==> src/hdl/jitter_buffer_sorted_playout_defines.svh <==
`ifndef JITTER_BUFFER_SORTED_PLAYOUT_DEFINES_SVH
`define JITTER_BUFFER_SORTED_PLAYOUT_DEFINES_SVH

// Check a property on every clock edge outside reset.
`define JBSP_ASSERT(label, prop, msg) \
   label: assert property (@(posedge clock) disable iff (reset) prop) else $error(msg);

// Check that a condition never holds outside reset.
`define JBSP_ASSERT_NEVER(label, cond, msg) \
   label: assert property (@(posedge clock) disable iff (reset) !(cond)) else $error(msg);

`endif

==> src/hdl/jbsp_pkg.sv <==
package jbsp_pkg;

   localparam int DEF_CAPACITY = 64;
   localparam int DEF_SEQ_BITS = 16;

   localparam int TIME_W    = 48;
   localparam int FLAGS_W   = 8;
   localparam int PAYLOAD_W = 32;
   localparam int COUNT_W   = 7;
   localparam int HSEQ_W    = 16;

   typedef enum logic [1:0] {
      OP_PUSH  = 2'd0,
      OP_POP   = 2'd1,
      OP_FLUSH = 2'd2,
      OP_PEEK  = 2'd3
   } op_type;

   typedef enum logic [1:0] {
      ST_OK      = 2'd0,
      ST_EMPTY   = 2'd1,
      ST_NOT_DUE = 2'd2
   } status_type;

   typedef enum logic [2:0] {
      S_IDLE,
      S_EXEC,
      S_CMP,
      S_INS,
      S_POP,
      S_DONE
   } state_type;

   typedef struct packed {
      logic compare;
      logic insert;
      logic shift_left;
   } ctl_type;

endpackage

==> src/hdl/jbsp_cell.sv <==
module jbsp_cell #(
   parameter int SEQ_BITS = jbsp_pkg::DEF_SEQ_BITS,
   parameter int ENT_W    = SEQ_BITS + jbsp_pkg::TIME_W + jbsp_pkg::FLAGS_W
                            + jbsp_pkg::PAYLOAD_W
) (
   input  logic              clock,
   input  logic              reset,
   input  jbsp_pkg::ctl_type ctl,
   input  logic              occupied,
   input  logic              at_tail,
   input  logic [ENT_W-1:0]  new_ent,
   input  logic [ENT_W-1:0]  left_ent,
   input  logic [ENT_W-1:0]  right_ent,
   input  logic              found_in,
   output logic              found_out,
   output logic [ENT_W-1:0]  ent
);

   logic [ENT_W-1:0]    ent_ff, ent_in;
   logic                before_ff, before_in;
   logic [SEQ_BITS-1:0] seq_diff;

   assign seq_diff  = new_ent[SEQ_BITS-1:0] - ent_ff[SEQ_BITS-1:0];
   assign before_in = ctl.compare ? (occupied & seq_diff[SEQ_BITS-1]) : before_ff;
   assign found_out = found_in | before_ff;
   assign ent       = ent_ff;

   always_comb begin
      ent_in = ent_ff;
      if (ctl.shift_left) begin
         ent_in = right_ent;
      end else if (ctl.insert) begin
         if (found_in) begin
            ent_in = left_ent;
         end else if (before_ff || at_tail) begin
            ent_in = new_ent;
         end
      end
   end

   always_ff @(posedge clock) begin
      ent_ff <= ent_in;
      if (reset) begin
         before_ff <= 1'b0;
      end else begin
         before_ff <= before_in;
      end
   end

endmodule

==> config.mk <==
export PLATFORM = sky130hd
export DESIGN_NAME = jbsp_cell
export DESIGN_NICKNAME = d
export VERILOG_FILES = /design/src/hdl/jitter_buffer_sorted_playout_defines.svh /design/src/hdl/jbsp_pkg.sv /design/src/hdl/jbsp_cell.sv
export SDC_FILE = /design/constraint.sdc
export NUM_CORES = 1
export LEC_CHECK = 0
export BUFFER_PORTS_ARGS = -buffer_cell sky130_fd_sc_hd__buf_2
export CAP_MARGIN = 20
export CORE_AREA = 10 10 157 159
export CTS_CLUSTER_SIZE = 10
export DETAILED_ROUTE_END_ITERATION = 10
export DIE_AREA = 0 0 167 169
export GPL_TIMING_DRIVEN = 0
export SLEW_MARGIN = 10
export SYNTH_ARGS = -nofsm -noshare
export SYNTH_HDL_FRONTEND = slang
export SYNTH_SLANG_ARGS = --single-unit
==> constraint.sdc <==
create_clock -name clock -period 5.5 [get_ports clock]
set_input_delay 1.1 -clock clock [delete_from_list [all_inputs] [get_ports clock]]
set_output_delay 1.1 -clock clock [all_outputs]
set_load 0.02 [all_outputs]
==> results_tabular.tex, run 1 <==
\begin{tabular}{lr}
\hline
Metric & Value \\
\hline
\multicolumn{2}{l}{\textbf{Power}} \\
Static Leakage & 4.26 nW \\
Combinational cell fraction of total power & 0.242 \\
Clock share of power & 0.305 \\
Part of the power in registers & 0.453 \\
Switching share of power & 0.295 \\
Maximum vdd drop & approximately 0.17 mV \\
NetSw & 651 µW \\
Internal Power & 1.55 mW \\
Pwr dens & 259 nW/µm² \\
\multicolumn{2}{l}{\textbf{Floorplan}} \\
Core ar. & 21,600 µm² \\
Ports placed on the boundary & 425 \\
Die area & 28,200 µm² \\
Width of the chip & 167 µm \\
Initial core utilization & 0.266 \\
Core Rows & 54 \\
Vertical die dimension & 169 µm \\
\multicolumn{2}{l}{\textbf{Global route}} \\
Met2 Track Usage GR & 0.288 \\
Highest-utilization routing layer at the global route stage & met2 \\
Number of antenna violations at the first check in global routing & 2 \\
GR Util met3 & 0.0702 \\
Vias in the first global route & 6,101 \\
Met1 routing resource usage after global routing & 0.179 \\
Global-route usage over all layers & 0.165 \\
Wire length of the first global-routing pass & 36,300 µm \\
Overflow left after global routing & 0 \\
Largest net degree at the start of global routing & 54 \\
\multicolumn{2}{l}{\textbf{Worst setup path}} \\
Type of element capturing the critical path & output port \\
Top fanout value on the critical path & 6 \\
Worst endpoint data arrival time & 1.76 ns \\
Delay of the slowest cell on the worst path & $\sim$0.32 ns \\
Critical register-to-register path endpoint & ent[62]\$\_DFFE\_PP\_ \\
Required time at the endpoint of the critical path & 4.40 ns \\
Class of the most critical setup path & in -> out \\
Cell-by-cell trace of the critical path & buf\_2 > or2\_2 > buf\_2 \\
Number of cells on the worst reg-to-reg path & 4 \\
Launch point of the worst reg-to-reg path & before\_ff\$\_SDFFE\_PP0P\_ \\
Flop2flop setup slack & 3.27 ns \\
Slowest CP cell & sky130\_fd\_sc\_hd\_\_or2\_2 \\
CP startpoint kind & input pin \\
Most frequent cell on the critical path & sky130\_fd\_sc\_hd\_\_buf\_2 \\
\multicolumn{2}{l}{\textbf{Logic synthesis}} \\
Area leader, netlist & sky130\_fd\_sc\_hd\_\_edfxtp\_1 \\
FF+latch count, synth & around 110 \\
Number of nets produced by synthesis & between 800 and 900 \\
Fraction of the yosys area taken by sequential cells & 0.549 \\
Number of warnings printed during yosys synthesis & 0 \\
Post-synthesis cell type count & 25 \\
Most used flip-flop cell after synthesis & sky130\_fd\_sc\_hd\_\_edfxtp\_1 \\
Post-synthesis area per instance & 11.2 µm² \\
Post-synthesis instance area & roughly 5700 µm² \\
List of most frequent post-synthesis cells & sky130\_fd\_sc\_hd\_\_nand2\_1 (107), sky130\_fd\_sc\_hd\_\_o21ai\_0 (107), sky130\_fd\_sc\_hd\_\_edfxtp\_1 (104), sky130\_fd\_sc\_hd\_\_mux2i\_1 (104), sky130\_fd\_sc\_hd\_\_clkbuf\_1 (15) \\
Top cells by area, synth & sky130\_fd\_sc\_hd\_\_edfxtp\_1 (55\%), sky130\_fd\_sc\_hd\_\_mux2i\_1 (18\%), sky130\_fd\_sc\_hd\_\_o21ai\_0 (9.4\%), sky130\_fd\_sc\_hd\_\_nand2\_1 (7.0\%), sky130\_fd\_sc\_hd\_\_ha\_1 (3.1\%) \\
Share of synthesized flip-flops with an asynchronous set or reset & 0 \\
Number of flops mapped to enable cells by yosys & 104 \\
Synthesized instance count & 512 \\
Top-area cell type share of the netlist area & 0.545 \\
\multicolumn{2}{l}{\textbf{Drt}} \\
Vias after detailed routing & 5,526 \\
Drt total wl & between 20,000 and 25,000 µm \\
Number of remaining DRC errors & 0 \\
Post-DRT Antenna Nets & 0 \\
Via density & approximately 4.5 \\
Iteration-0 DRC Markers & 295 \\
Average routed wire per standard cell & 20.0 µm \\
First-pass iteration count of the detailed router & 4 \\
\multicolumn{2}{l}{\textbf{Clock network}} \\
Deepest level of the CTS H-tree & 3 \\
Number of hold buffers added after cts & 0 \\
Post CTS Setup Buffer Count & 0 \\
Count of instances resized after the clock tree is built & 0 \\
Clock sink total & 105 \\
Number of buffers on the longest clock path & 2 \\
Clk slew on worst S/H paths & around 0.070 ns \\
TritonCTS clock tree & yes \\
Buffer cell driving the clock tree root & sky130\_fd\_sc\_hd\_\_clkbuf\_16 \\
Clock latency on the worst-skew pair & between 0.3 and 0.4 ns \\
TritonCTS buffer count & 9 \\
\multicolumn{2}{l}{\textbf{Timing}} \\
Worst slew pin tran & 0.781 ns \\
Number of max-slew violations in the final report & 0 \\
Fmax achieved & roughly 350 MHz \\
Fin crit period & 2.86 ns \\
Count of endpoints failing setup in the final report & 0 \\
Setup TNS Final & 0 ns \\
Final critical-path share of the clock period & 0.520 \\
Unrepaired setup endpoints after global routing & no \\
Worst Setup Slack, final & 2.64 ns \\
Final worst clock skew & around 0.012 ns \\
Final hold violations & 0 \\
Relative slew slack & 0.480 \\
\multicolumn{2}{l}{\textbf{Run}} \\
\# Max-Cap Violations & 0 \\
\multicolumn{2}{l}{\textbf{Hold path}} \\
Startpoint of the tightest hold check path & before\_ff\$\_SDFFE\_PP0P\_ \\
Hold path depth & 3 \\
Worst hold-check path type & reg -> reg \\
Hold EP & before\_ff\$\_SDFFE\_PP0P\_ \\
\multicolumn{2}{l}{\textbf{Place}} \\
Input/output buffers & roughly 420 \\
Total half-perimeter wirelength after legalization and detailed placement & between 20,000 and 25,000 µm \\
Setup slack at placement & 2.28 ns \\
RD Place Congestion & about 0.82 \\
\multicolumn{2}{l}{\textbf{Final layout}} \\
Layout overhead on the synthesized area & 48.9\% \\
Antenna cell count & 0 \\
Final nets & around 1,300 \\
Share of layout cells above drive strength 1 & 0.486 \\
\multicolumn{2}{l}{\textbf{Status}} \\
Result of the run & finished, final reports clean \\
\hline
\end{tabular}
## worst max-delay path: cells and delay by family
kind                   cells  cell delay (ns)
buffers and inverters      2             0.34
and+or+nand+nor            1             0.32
## final cells by class
class,count,area (µm²)
buffer,35,213
inverter,14,52.6
sequential,105,3140
clock inverter,7,76.3
multi-input combinational,358,2330
clock buffer,9,225
timing repair buffer,423,2140
tap,280,350
fill,2223,13000
## per-stage QoR
stage	cell area [µm²]	util	cells	hold slack [ns]	power, mW
5_1_grt	8530	0.396	1231	0.763	2.33
4_1_cts	8530	0.396	1231	0.684	2.24
3_5_place_dp	8220	0.382	1215	0.667	1.56
2_1_floorplan	5730	-	512	0.625	1.29
6_report	8530	0.396	1231	0.687	2.21
3_3_place_gp	8190	0.380	1214	0.659	1.56
## worst max path at each step
stage / from / endpoint / slack [ns]
3_3_place_gp: found_in / ent[51]$_DFFE_PP_ / -0.35
2_1_floorplan: found_in / ent[0]$_DFFE_PP_ / 1.07
6_report: found_in / found_out / 2.64
5_1_grt: found_in / ent[62]$_DFFE_PP_ / 2.52
4_1_cts: found_in / found_out / 2.64
3_5_place_dp: found_in / ent[49]$_DFFE_PP_ / 2.28
## flip-flops by register name, indices dropped and copies added (netlist names)
register	flops
before_ff	1
ent	104
## layout by cell type, fill, tap and decap left out, types with 2 or more instances in the layout
cell	n
sky130_fd_sc_hd__buf_2	430
sky130_fd_sc_hd__nand2_1	107
sky130_fd_sc_hd__o21ai_0	107
sky130_fd_sc_hd__mux2i_1	104
sky130_fd_sc_hd__edfxtp_1	104
sky130_fd_sc_hd__clkbuf_1	15
sky130_fd_sc_hd__inv_1	14
sky130_fd_sc_hd__ha_1	14
sky130_fd_sc_hd__clkbuf_16	9
sky130_fd_sc_hd__buf_6	7
sky130_fd_sc_hd__a21oi_1	7
sky130_fd_sc_hd__buf_4	5
sky130_fd_sc_hd__nand4_1	3
sky130_fd_sc_hd__inv_6	3
sky130_fd_sc_hd__nand2b_1	2
sky130_fd_sc_hd__nand3_1	2
sky130_fd_sc_hd__a21o_1	2
## layer usage
| metal | up-vias | wire (µm) |
|---|---|---|
| met4 | 4 | 416 |
| met1 | 2478 | 9080 |
| met5 | - | 27 |
| li1 | 2724 | - |
| met2 | 292 | 12400 |
| met3 | 28 | 2770 |
## cells by family (layout without fill, tap and decap cells)
logic type,after synthesis,in the layout,synth area share
compound gates,120,120,0.108
mux,105,105,0.184
xor+xnor,1,1,0.00153
simple gates,118,118,0.0813
fa+ha+maj,14,14,0.0306
buf+inv,49,488,0.0463
flops,105,105,0.549
## power by group through the flow
stage / logic [mW] / clock network (mW) / registers (mW)
5_1_grt: 0.588 / 0.731 / 1.01
2_1_floorplan: 0.169 / 0 / 1.13
3_5_place_dp: 0.544 / 0 / 1.02
4_1_cts: 0.544 / 0.700 / 1.00
6_report: 0.534 / 0.672 / 0.999
3_3_place_gp: 0.534 / 0 / 1.02
(Power assumes the default switching activity.)
==> run 2: changes to the inputs <==
Clock period 5.5 ns to 2.7 ns, I/O delays scaled along.
==> results_tabular.tex, run 2 (same netlist as run 1, synthesis figures left out) <==
\begin{tabular}{lr}
\hline
Metric & Value \\
\hline
\multicolumn{2}{l}{\textbf{Worst setup path}} \\
CP startpoint kind & input pin (unchanged) \\
Top fanout value on the critical path & 55 (was 6) \\
Number of cells on the worst reg-to-reg path & 4 (unchanged) \\
Flop2flop setup slack & 0.47 ns (was 3.27 ns) \\
Kind of cell adding the most delay to the critical path & simple AND/OR/NAND/NOR gates (was buffers and inverters) \\
Required time at the endpoint of the critical path & 2.76 ns (was 4.40 ns) \\
Type of element capturing the critical path & flip-flop (was output port) \\
Buf+Inv Stages, Crit Path & 2 (unchanged) \\
Class of the most critical setup path & in -> reg (was in -> out) \\
Delay of the slowest cell on the worst path & 0.50 ns (was 0.32 ns) \\
Slowest CP cell & sky130\_fd\_sc\_hd\_\_nand2b\_4 (was sky130\_fd\_sc\_hd\_\_or2\_2) \\
Cell-by-cell trace of the critical path & buf\_2 > or2\_2 > o21ai\_0 > nand2b\_4 > buf\_16 (was buf\_2 > or2\_2 > buf\_2) \\
Launch point of the worst reg-to-reg path & before\_ff\$\_SDFFE\_PP0P\_ (unchanged) \\
Worst endpoint data arrival time & 2.34 ns (was 1.76 ns) \\
Critical register-to-register path endpoint & ent[63]\$\_DFFE\_PP\_ (was ent[62]\$\_DFFE\_PP\_) \\
\multicolumn{2}{l}{\textbf{Clock network}} \\
Post CTS Setup Buffer Count & 0 (unchanged) \\
Deepest level of the CTS H-tree & 3 (unchanged) \\
Clk slew on worst S/H paths & 0.08 ns (was 0.07 ns) \\
Count of instances resized after the clock tree is built & 0 (unchanged) \\
Clock sink total & 105 (unchanged) \\
TritonCTS clock tree & yes (unchanged) \\
Clock latency on the worst-skew pair & 0.35 ns (was 0.36 ns) \\
Buffer cell driving the clock tree root & sky130\_fd\_sc\_hd\_\_clkbuf\_16 (unchanged) \\
Number of buffers on the longest clock path & 2 (unchanged) \\
Number of hold buffers added after cts & 0 (unchanged) \\
TritonCTS buffer count & 9 (unchanged) \\
\multicolumn{2}{l}{\textbf{Hold path}} \\
Worst hold-check path type & in -> reg (was reg -> reg) \\
Startpoint of the tightest hold check path & right\_ent[100] (was before\_ff\$\_SDFFE\_PP0P\_) \\
Hold path depth & 3 (unchanged) \\
Hold EP & ent[100]\$\_DFFE\_PP\_ (was before\_ff\$\_SDFFE\_PP0P\_) \\
\multicolumn{2}{l}{\textbf{Global route}} \\
Vias in the first global route & 6,136 (was 6,101) \\
Largest net degree at the start of global routing & 56 (was 54) \\
Overflow left after global routing & 0 (unchanged) \\
Number of antenna violations at the first check in global routing & 3 (was 2) \\
Global-route usage over all layers & 0.166 (was 0.165) \\
Wire length of the first global-routing pass & 36,400 µm (was 36,300 µm) \\
\multicolumn{2}{l}{\textbf{Drt}} \\
Average routed wire per standard cell & 20.2 µm (was 20.0 µm) \\
First-pass iteration count of the detailed router & 5 (was 4) \\
Number of remaining DRC errors & 0 (unchanged) \\
Vias after detailed routing & 5,578 (was 5,526) \\
Iteration-0 DRC Markers & 301 (was 295) \\
Post-DRT Antenna Nets & 0 (unchanged) \\
Drt total wl & 24,900 µm (was 24,600 µm) \\
Via density & 4.52 (was 4.49) \\
\multicolumn{2}{l}{\textbf{Final layout}} \\
Layout overhead on the synthesized area & 48.9\% (about the same) \\
Post-route cell area & 8530 µm² (about the same) \\
Register area & 3140 µm² (unchanged) \\
Max FFs per register & 104 (unchanged) \\
Most common library cell in the layout ignoring fill and taps & sky130\_fd\_sc\_hd\_\_buf\_2 (unchanged) \\
Multi-input gate area in the final layout & 2330 µm² (unchanged) \\
Filler instances & 2,200 (was 2,223) \\
Share of layout cells above drive strength 1 & 0.486 (unchanged) \\
Final nets & 1,280 (unchanged) \\
Commonest non-fill, non-tap cells in the layout & sky130\_fd\_sc\_hd\_\_buf\_2 (430), sky130\_fd\_sc\_hd\_\_nand2\_1 (107), sky130\_fd\_sc\_hd\_\_o21ai\_0 (107), sky130\_fd\_sc\_hd\_\_mux2i\_1 (104), sky130\_fd\_sc\_hd\_\_edfxtp\_1 (104) (unchanged) \\
\multicolumn{2}{l}{\textbf{Timing}} \\
Fin crit period & 2.28 ns \\
Final critical-path share of the clock period & 0.844 \\
Final hold violations & 0 (unchanged) \\
Final worst clock skew & 0.00756 ns (was 0.0121 ns) \\
Count of endpoints failing setup in the final report & 0 (unchanged) \\
Relative slew slack & 0.468 (was 0.480) \\
Fmax achieved & 439 MHz \\
Setup TNS Final & 0 ns (unchanged) \\
Number of max-slew violations in the final report & 0 (unchanged) \\
Unrepaired setup endpoints after global routing & no (unchanged) \\
Worst slew pin tran & 0.798 ns (was 0.781 ns) \\
\multicolumn{2}{l}{\textbf{Floorplan}} \\
Vertical die dimension & 169 µm (unchanged) \\
Core ar. & 21,600 µm² (unchanged) \\
Width of the chip & 167 µm (unchanged) \\
Ports placed on the boundary & 425 (unchanged) \\
Die area & 28,200 µm² (unchanged) \\
Initial core utilization & 0.266 (unchanged) \\
Core Rows & 54 (unchanged) \\
\multicolumn{2}{l}{\textbf{Power}} \\
Pwr dens & 528 nW/µm² (was 259 nW/µm²) \\
Static Leakage & 4.26 nW (about the same) \\
Maximum vdd drop & 0.341 mV (was 0.171 mV) \\
\multicolumn{2}{l}{\textbf{Place}} \\
Placed Area & 8220 µm² (unchanged) \\
RD Place Congestion & 0.833 (was 0.820) \\
Input/output buffers & 422 (unchanged) \\
Total half-perimeter wirelength after legalization and detailed placement & 20,500 µm (about the same) \\
\multicolumn{2}{l}{\textbf{Status}} \\
Result of the run & finished, final reports clean (unchanged) \\
\multicolumn{2}{l}{\textbf{Run}} \\
\# Max-Cap Violations & 0 (unchanged) \\
\hline
\end{tabular}
[run 2: worst reg2reg max path: cells and delay by family (launching register included)]
family | cells | cell delay, ns
AO/OA/AOI/OAI | 1 | 0.36
buffers and inverters | 1 | 0.40
flip-flops | 1 | 0.31
AND/OR/NAND/NOR | 2 | 0.81
[run 2: power by group]
group          switching (mW)  total (mW)  internal, mW  leakage (nW)
sequential             0.0472        2.04          1.99          1.08
clock                   0.646        1.38         0.730         0.149
combinational           0.645        1.09         0.444          3.03
total                    1.34        4.50          3.16          4.26
[run 2: cell type report]
cell class / count / area share
antenna: 2 / 0.000587
timing repair buffer: 423 / 0.251
clock inverter: 7 / 0.00866
inverter: 14 / 0.00616
buffer: 35 / 0.0249
multi-input combinational: 358 / 0.273
sequential: 105 / 0.369
clock buffer: 9 / 0.0264
tap: 280 / 0.0411
[run 2: worst max path at each step]
stage                   from                end  cells past startpoint
floorplan           found_in   ent[0]$_DFFE_PP_                      4
finish              found_in  ent[63]$_DFFE_PP_                      5
global placement    found_in  ent[51]$_DFFE_PP_                      4
CTS                 found_in  ent[63]$_DFFE_PP_                      5
detailed placement  found_in  ent[65]$_DFFE_PP_                      5
global route        found_in  ent[63]$_DFFE_PP_                      5
[run 2: metrics by stage]
step | hold WS, ns | setup slack (ns) | instances | util | power, mW
floorplan | 0.625 | 0.319 | 512 | - | 2.63
global placement | 0.656 | -0.188 | 1214 | 0.380 | 3.16
detailed placement | 0.666 | 0.0569 | 1215 | 0.382 | 3.18
CTS | 0.443 | 0.425 | 1231 | 0.395 | 4.57
global route | 0.457 | 0.269 | 1232 | 0.396 | 4.74
finish | 0.468 | 0.420 | 1233 | 0.396 | 4.50
[run 2: routing by layer]
metal,share of wire,GRT usage,vias up
li1,-,-,2723
met1,0.38,0.183,2552
met2,0.51,0.293,285
met3,0.098,0.0690,16
met4,0.011,0.0344,2
met5,0.00052,0,-
==> run 3: changes to the inputs <==
Settings changed: ABC_AREA set to 1, CORE_AREA 10 10 157 159 to 10 10 155 157, DIE_AREA 0 0 167 169 to 0 0 165 167.
Clock period 2.7 ns to 2 ns, I/O delays scaled along.
==> results_tabular.tex, run 3 <==
\begin{tabular}{lr}
\hline
Metric & Value \\
\hline
\multicolumn{2}{l}{\textbf{Logic synthesis}} \\
Number of flops mapped to enable cells by yosys & 104 (unchanged) \\
Number of nets produced by synthesis & 988 (was 846) \\
Share of synthesized flip-flops with an asynchronous set or reset & 0 (unchanged) \\
Post-synthesis instance area & 5710 µm² (was 5730 µm²) \\
Top-area cell type share of the netlist area & 0.547 (was 0.545) \\
Fraction of the yosys area taken by sequential cells & 0.551 (was 0.549) \\
List of most frequent post-synthesis cells & sky130\_fd\_sc\_hd\_\_a21oi\_1 (212), sky130\_fd\_sc\_hd\_\_nand2\_1 (132), sky130\_fd\_sc\_hd\_\_nor2\_1 (108), sky130\_fd\_sc\_hd\_\_edfxtp\_1 (104) (was sky130\_fd\_sc\_hd\_\_nand2\_1 (107), sky130\_fd\_sc\_hd\_\_o21ai\_0 (107), sky130\_fd\_sc\_hd\_\_edfxtp\_1 (104), sky130\_fd\_sc\_hd\_\_mux2i\_1 (104), sky130\_fd\_sc\_hd\_\_clkbuf\_1 (15)) \\
Most used flip-flop cell after synthesis & sky130\_fd\_sc\_hd\_\_edfxtp\_1 (unchanged) \\
FF+latch count, synth & 105 (unchanged) \\
Synthesized instance count & 654 (was 512) \\
Area leader, netlist & sky130\_fd\_sc\_hd\_\_edfxtp\_1 (unchanged) \\
Number of warnings printed during yosys synthesis & 0 (unchanged) \\
Post-synthesis cell type count & 21 (was 25) \\
Most frequent cell after synthesis & sky130\_fd\_sc\_hd\_\_a21oi\_1 \\
Top cells by area, synth & sky130\_fd\_sc\_hd\_\_edfxtp\_1 (55\%), sky130\_fd\_sc\_hd\_\_a21oi\_1 (19\%), sky130\_fd\_sc\_hd\_\_nand2\_1 (8.7\%), sky130\_fd\_sc\_hd\_\_nor2\_1 (7.1\%), sky130\_fd\_sc\_hd\_\_ha\_1 (3.1\%) (was sky130\_fd\_sc\_hd\_\_edfxtp\_1 (55\%), sky130\_fd\_sc\_hd\_\_mux2i\_1 (18\%), sky130\_fd\_sc\_hd\_\_o21ai\_0 (9.4\%), sky130\_fd\_sc\_hd\_\_nand2\_1 (7.0\%), sky130\_fd\_sc\_hd\_\_ha\_1 (3.1\%)) \\
Post-synthesis area per instance & 8.73 µm² (was 11.2 µm²) \\
\multicolumn{2}{l}{\textbf{Worst setup path}} \\
Critical Path End & ent[51]\$\_DFFE\_PP\_ (was ent[63]\$\_DFFE\_PP\_) \\
Type of element capturing the critical path & flip-flop (unchanged) \\
Worst endpoint data arrival time & 1.85 ns (was 2.34 ns) \\
Required time at the endpoint of the critical path & 1.97 ns (was 2.76 ns) \\
Critical register-to-register path endpoint & ent[51]\$\_DFFE\_PP\_ (was ent[63]\$\_DFFE\_PP\_) \\
Launch point of the worst path & before\_ff\$\_SDFFE\_PP0P\_ (was found\_in) \\
Launch point of the worst reg-to-reg path & before\_ff\$\_SDFFE\_PP0P\_ (unchanged) \\
Number of cells on the worst reg-to-reg path & 3 (was 4) \\
Class of the most critical setup path & reg -> reg (was in -> reg) \\
CP startpoint kind & flip-flop (was input pin) \\
Top fanout value on the critical path & 52 (was 55) \\
Flop2flop setup slack & 0.12 ns (was 0.47 ns) \\
\multicolumn{2}{l}{\textbf{Global route}} \\
Overflow left after global routing & 0 (unchanged) \\
Number of antenna violations at the first check in global routing & 6 (was 3) \\
Vias in the first global route & 6,553 (was 6,136) \\
Largest net degree at the start of global routing & 53 (was 56) \\
Global-route usage over all layers & 0.184 (was 0.166) \\
Wire length of the first global-routing pass & 38,800 µm (was 36,400 µm) \\
\multicolumn{2}{l}{\textbf{Drt}} \\
Post-DRT Antenna Nets & 0 (unchanged) \\
Via density & 4.61 (was 4.52) \\
Vias after detailed routing & 6,327 (was 5,578) \\
Average routed wire per standard cell & 19.7 µm (was 20.2 µm) \\
Drt total wl & 27,000 µm (was 24,900 µm) \\
Number of remaining DRC errors & 0 (unchanged) \\
Iteration-0 DRC Markers & 392 (was 301) \\
First-pass iteration count of the detailed router & 5 (unchanged) \\
\multicolumn{2}{l}{\textbf{Clock network}} \\
TritonCTS buffer count & 9 (unchanged) \\
TritonCTS clock tree & yes (unchanged) \\
Post CTS Setup Buffer Count & 0 (unchanged) \\
Number of buffers on the longest clock path & 2 (unchanged) \\
Deepest level of the CTS H-tree & 3 (unchanged) \\
Clock latency on the worst-skew pair & 0.35 ns (about the same) \\
Clock sink total & 105 (unchanged) \\
Buffer cell driving the clock tree root & sky130\_fd\_sc\_hd\_\_clkbuf\_16 (unchanged) \\
Clk slew on worst S/H paths & 0.07 ns (was 0.08 ns) \\
\multicolumn{2}{l}{\textbf{Floorplan}} \\
Width of the chip & 165 µm (was 167 µm) \\
Core ar. & 20,800 µm² (was 21,600 µm²) \\
Die area & 27,600 µm² (was 28,200 µm²) \\
Core Rows & 53 (was 54) \\
Ports placed on the boundary & 425 (unchanged) \\
Vertical die dimension & 167 µm (was 169 µm) \\
Initial core utilization & 0.274 (was 0.266) \\
\multicolumn{2}{l}{\textbf{Final layout}} \\
Filler instances & 2,219 (was 2,200) \\
Most common library cell in the layout ignoring fill and taps & sky130\_fd\_sc\_hd\_\_buf\_2 (unchanged) \\
Final standard cell utilization of the core & 0.409 (was 0.396) \\
Final nets & 1,422 (was 1,280) \\
Layout overhead on the synthesized area & 49.2\% (was 48.9\%) \\
Post-route cell area & 8510 µm² (was 8530 µm²) \\
Max FFs per register & 104 (unchanged) \\
Fin cells & 1,371 (was 1,233) \\
Register area & 3140 µm² (unchanged) \\
Share of layout cells above drive strength 1 & 0.443 (was 0.486) \\
Commonest non-fill, non-tap cells in the layout & sky130\_fd\_sc\_hd\_\_buf\_2 (448), sky130\_fd\_sc\_hd\_\_a21oi\_1 (212), sky130\_fd\_sc\_hd\_\_nand2\_1 (131), sky130\_fd\_sc\_hd\_\_nor2\_1 (108), sky130\_fd\_sc\_hd\_\_edfxtp\_1 (104) (was sky130\_fd\_sc\_hd\_\_buf\_2 (430), sky130\_fd\_sc\_hd\_\_nand2\_1 (107), sky130\_fd\_sc\_hd\_\_o21ai\_0 (107), sky130\_fd\_sc\_hd\_\_mux2i\_1 (104), sky130\_fd\_sc\_hd\_\_edfxtp\_1 (104)) \\
Multi-input gate area in the final layout & 2240 µm² (was 2330 µm²) \\
\multicolumn{2}{l}{\textbf{Place}} \\
Total half-perimeter wirelength after legalization and detailed placement & 21,700 µm (was 20,500 µm) \\
RD Place Congestion & 0.832 (was 0.833) \\
Placed Area & 8180 µm² (was 8220 µm²) \\
Input/output buffers & 422 (unchanged) \\
Setup slack at placement & -0.452 ns (was 0.0569 ns) \\
Placed cell count & 1,351 (was 1,215) \\
\multicolumn{2}{l}{\textbf{Power}} \\
Maximum vdd drop & 0.414 mV (was 0.341 mV) \\
Switching share of power & 0.303 (was 0.297) \\
Part of the power in registers & 0.449 (was 0.453) \\
Static Leakage & 4.13 nW (was 4.26 nW) \\
Internal Power & 4.24 mW (was 3.16 mW) \\
Clock share of power & 0.307 (was 0.306) \\
NetSw & 1.84 mW (was 1.34 mW) \\
Combinational cell fraction of total power & 0.244 (was 0.242) \\
Pwr dens & 714 nW/µm² (was 528 nW/µm²) \\
Final total power & 6.08 mW (was 4.50 mW) \\
\multicolumn{2}{l}{\textbf{Timing}} \\
Final hold slack & 0.210 ns (was 0.468 ns) \\
Fin crit period & 1.88 ns \\
Worst slew pin tran & 0.532 ns (was 0.798 ns) \\
Unrepaired setup endpoints after global routing & no (unchanged) \\
Final critical-path share of the clock period & 0.940 \\
Relative slew slack & 0.645 (was 0.468) \\
Number of max-slew violations in the final report & 0 (unchanged) \\
Setup TNS Final & 0 ns (unchanged) \\
Final hold violations & 0 (unchanged) \\
Fmax achieved & 532 MHz \\
Worst Setup Slack, final & 0.119 ns (was 0.420 ns) \\
Count of endpoints failing setup in the final report & 0 (unchanged) \\
Final worst clock skew & 0.00843 ns (was 0.00756 ns) \\
\multicolumn{2}{l}{\textbf{Status}} \\
Result of the run & finished, final reports clean (unchanged) \\
\multicolumn{2}{l}{\textbf{Hold path}} \\
Worst hold-check path type & in -> reg (unchanged) \\
Startpoint of the tightest hold check path & reset (was right\_ent[100]) \\
\multicolumn{2}{l}{\textbf{Run}} \\
\# Max-Cap Violations & 0 (unchanged) \\
\hline
\end{tabular}
run 3: cells by family after synthesis:
family | Yosys count | share of synthesized area
xor+xnor | 1 | 0.00154
simple gates | 246 | 0.166
compound gates | 214 | 0.188
fa+ha+maj | 14 | 0.0307
buf+inv | 74 | 0.0631
flops | 105 | 0.551
run 3: critical path: stages (launching register included):
cell                      delay (ns)
sky130_fd_sc_hd__dfxtp_1        0.31
sky130_fd_sc_hd__or2_2          0.32
sky130_fd_sc_hd__o21ai_2        0.44
sky130_fd_sc_hd__nand2_8        0.41
run 3: repair_timing:
item | 4_1_cts | 5_1_grt
hold buffers | 0 | 0
endpoints found under the setup margin | 104 | 0
resized for setup | 2 | 0
run 3: how the worst min path moves through the flow:
stage,to,slack [ns],cells after the start
after global routing,before_ff$_SDFFE_PP0P_,0.20,2
after global placement,before_ff$_SDFFE_PP0P_,0.46,2
after floorplan,before_ff$_SDFFE_PP0P_,0.44,2
after CTS,before_ff$_SDFFE_PP0P_,0.19,2
after detailed placement,before_ff$_SDFFE_PP0P_,0.46,2
final,before_ff$_SDFFE_PP0P_,0.21,2
run 3: area by class of cell:
cell class                      count  area share
Clock buffer                        9      0.0265
Timing Repair Buffer              422       0.248
Tap cell                          275      0.0404
Sequential cell                   105       0.369
Inverter                           28      0.0125
Multi-Input combinational cell    476       0.264
Antenna cell                        3    0.000882
Buffer                             46      0.0298
Clock inverter                      7     0.00911
run 3: power groups by stage:
stage	Sequential [mW]	Clock (mW)	Combinational, mW
after floorplan	3.06	0	0.502
after global placement	2.78	0	1.49
after detailed placement	2.78	0	1.50
after CTS	2.73	1.94	1.51
after global routing	2.76	2.01	1.64
final	2.73	1.87	1.48
run 3: routing by layer:
layer,up-vias,part of all wire,track usage
li1,3113,-,-
met1,2849,0.36,0.197
met2,325,0.50,0.321
met3,34,0.11,0.0764
met4,6,0.019,0.0578
met5,-,0.0014,0
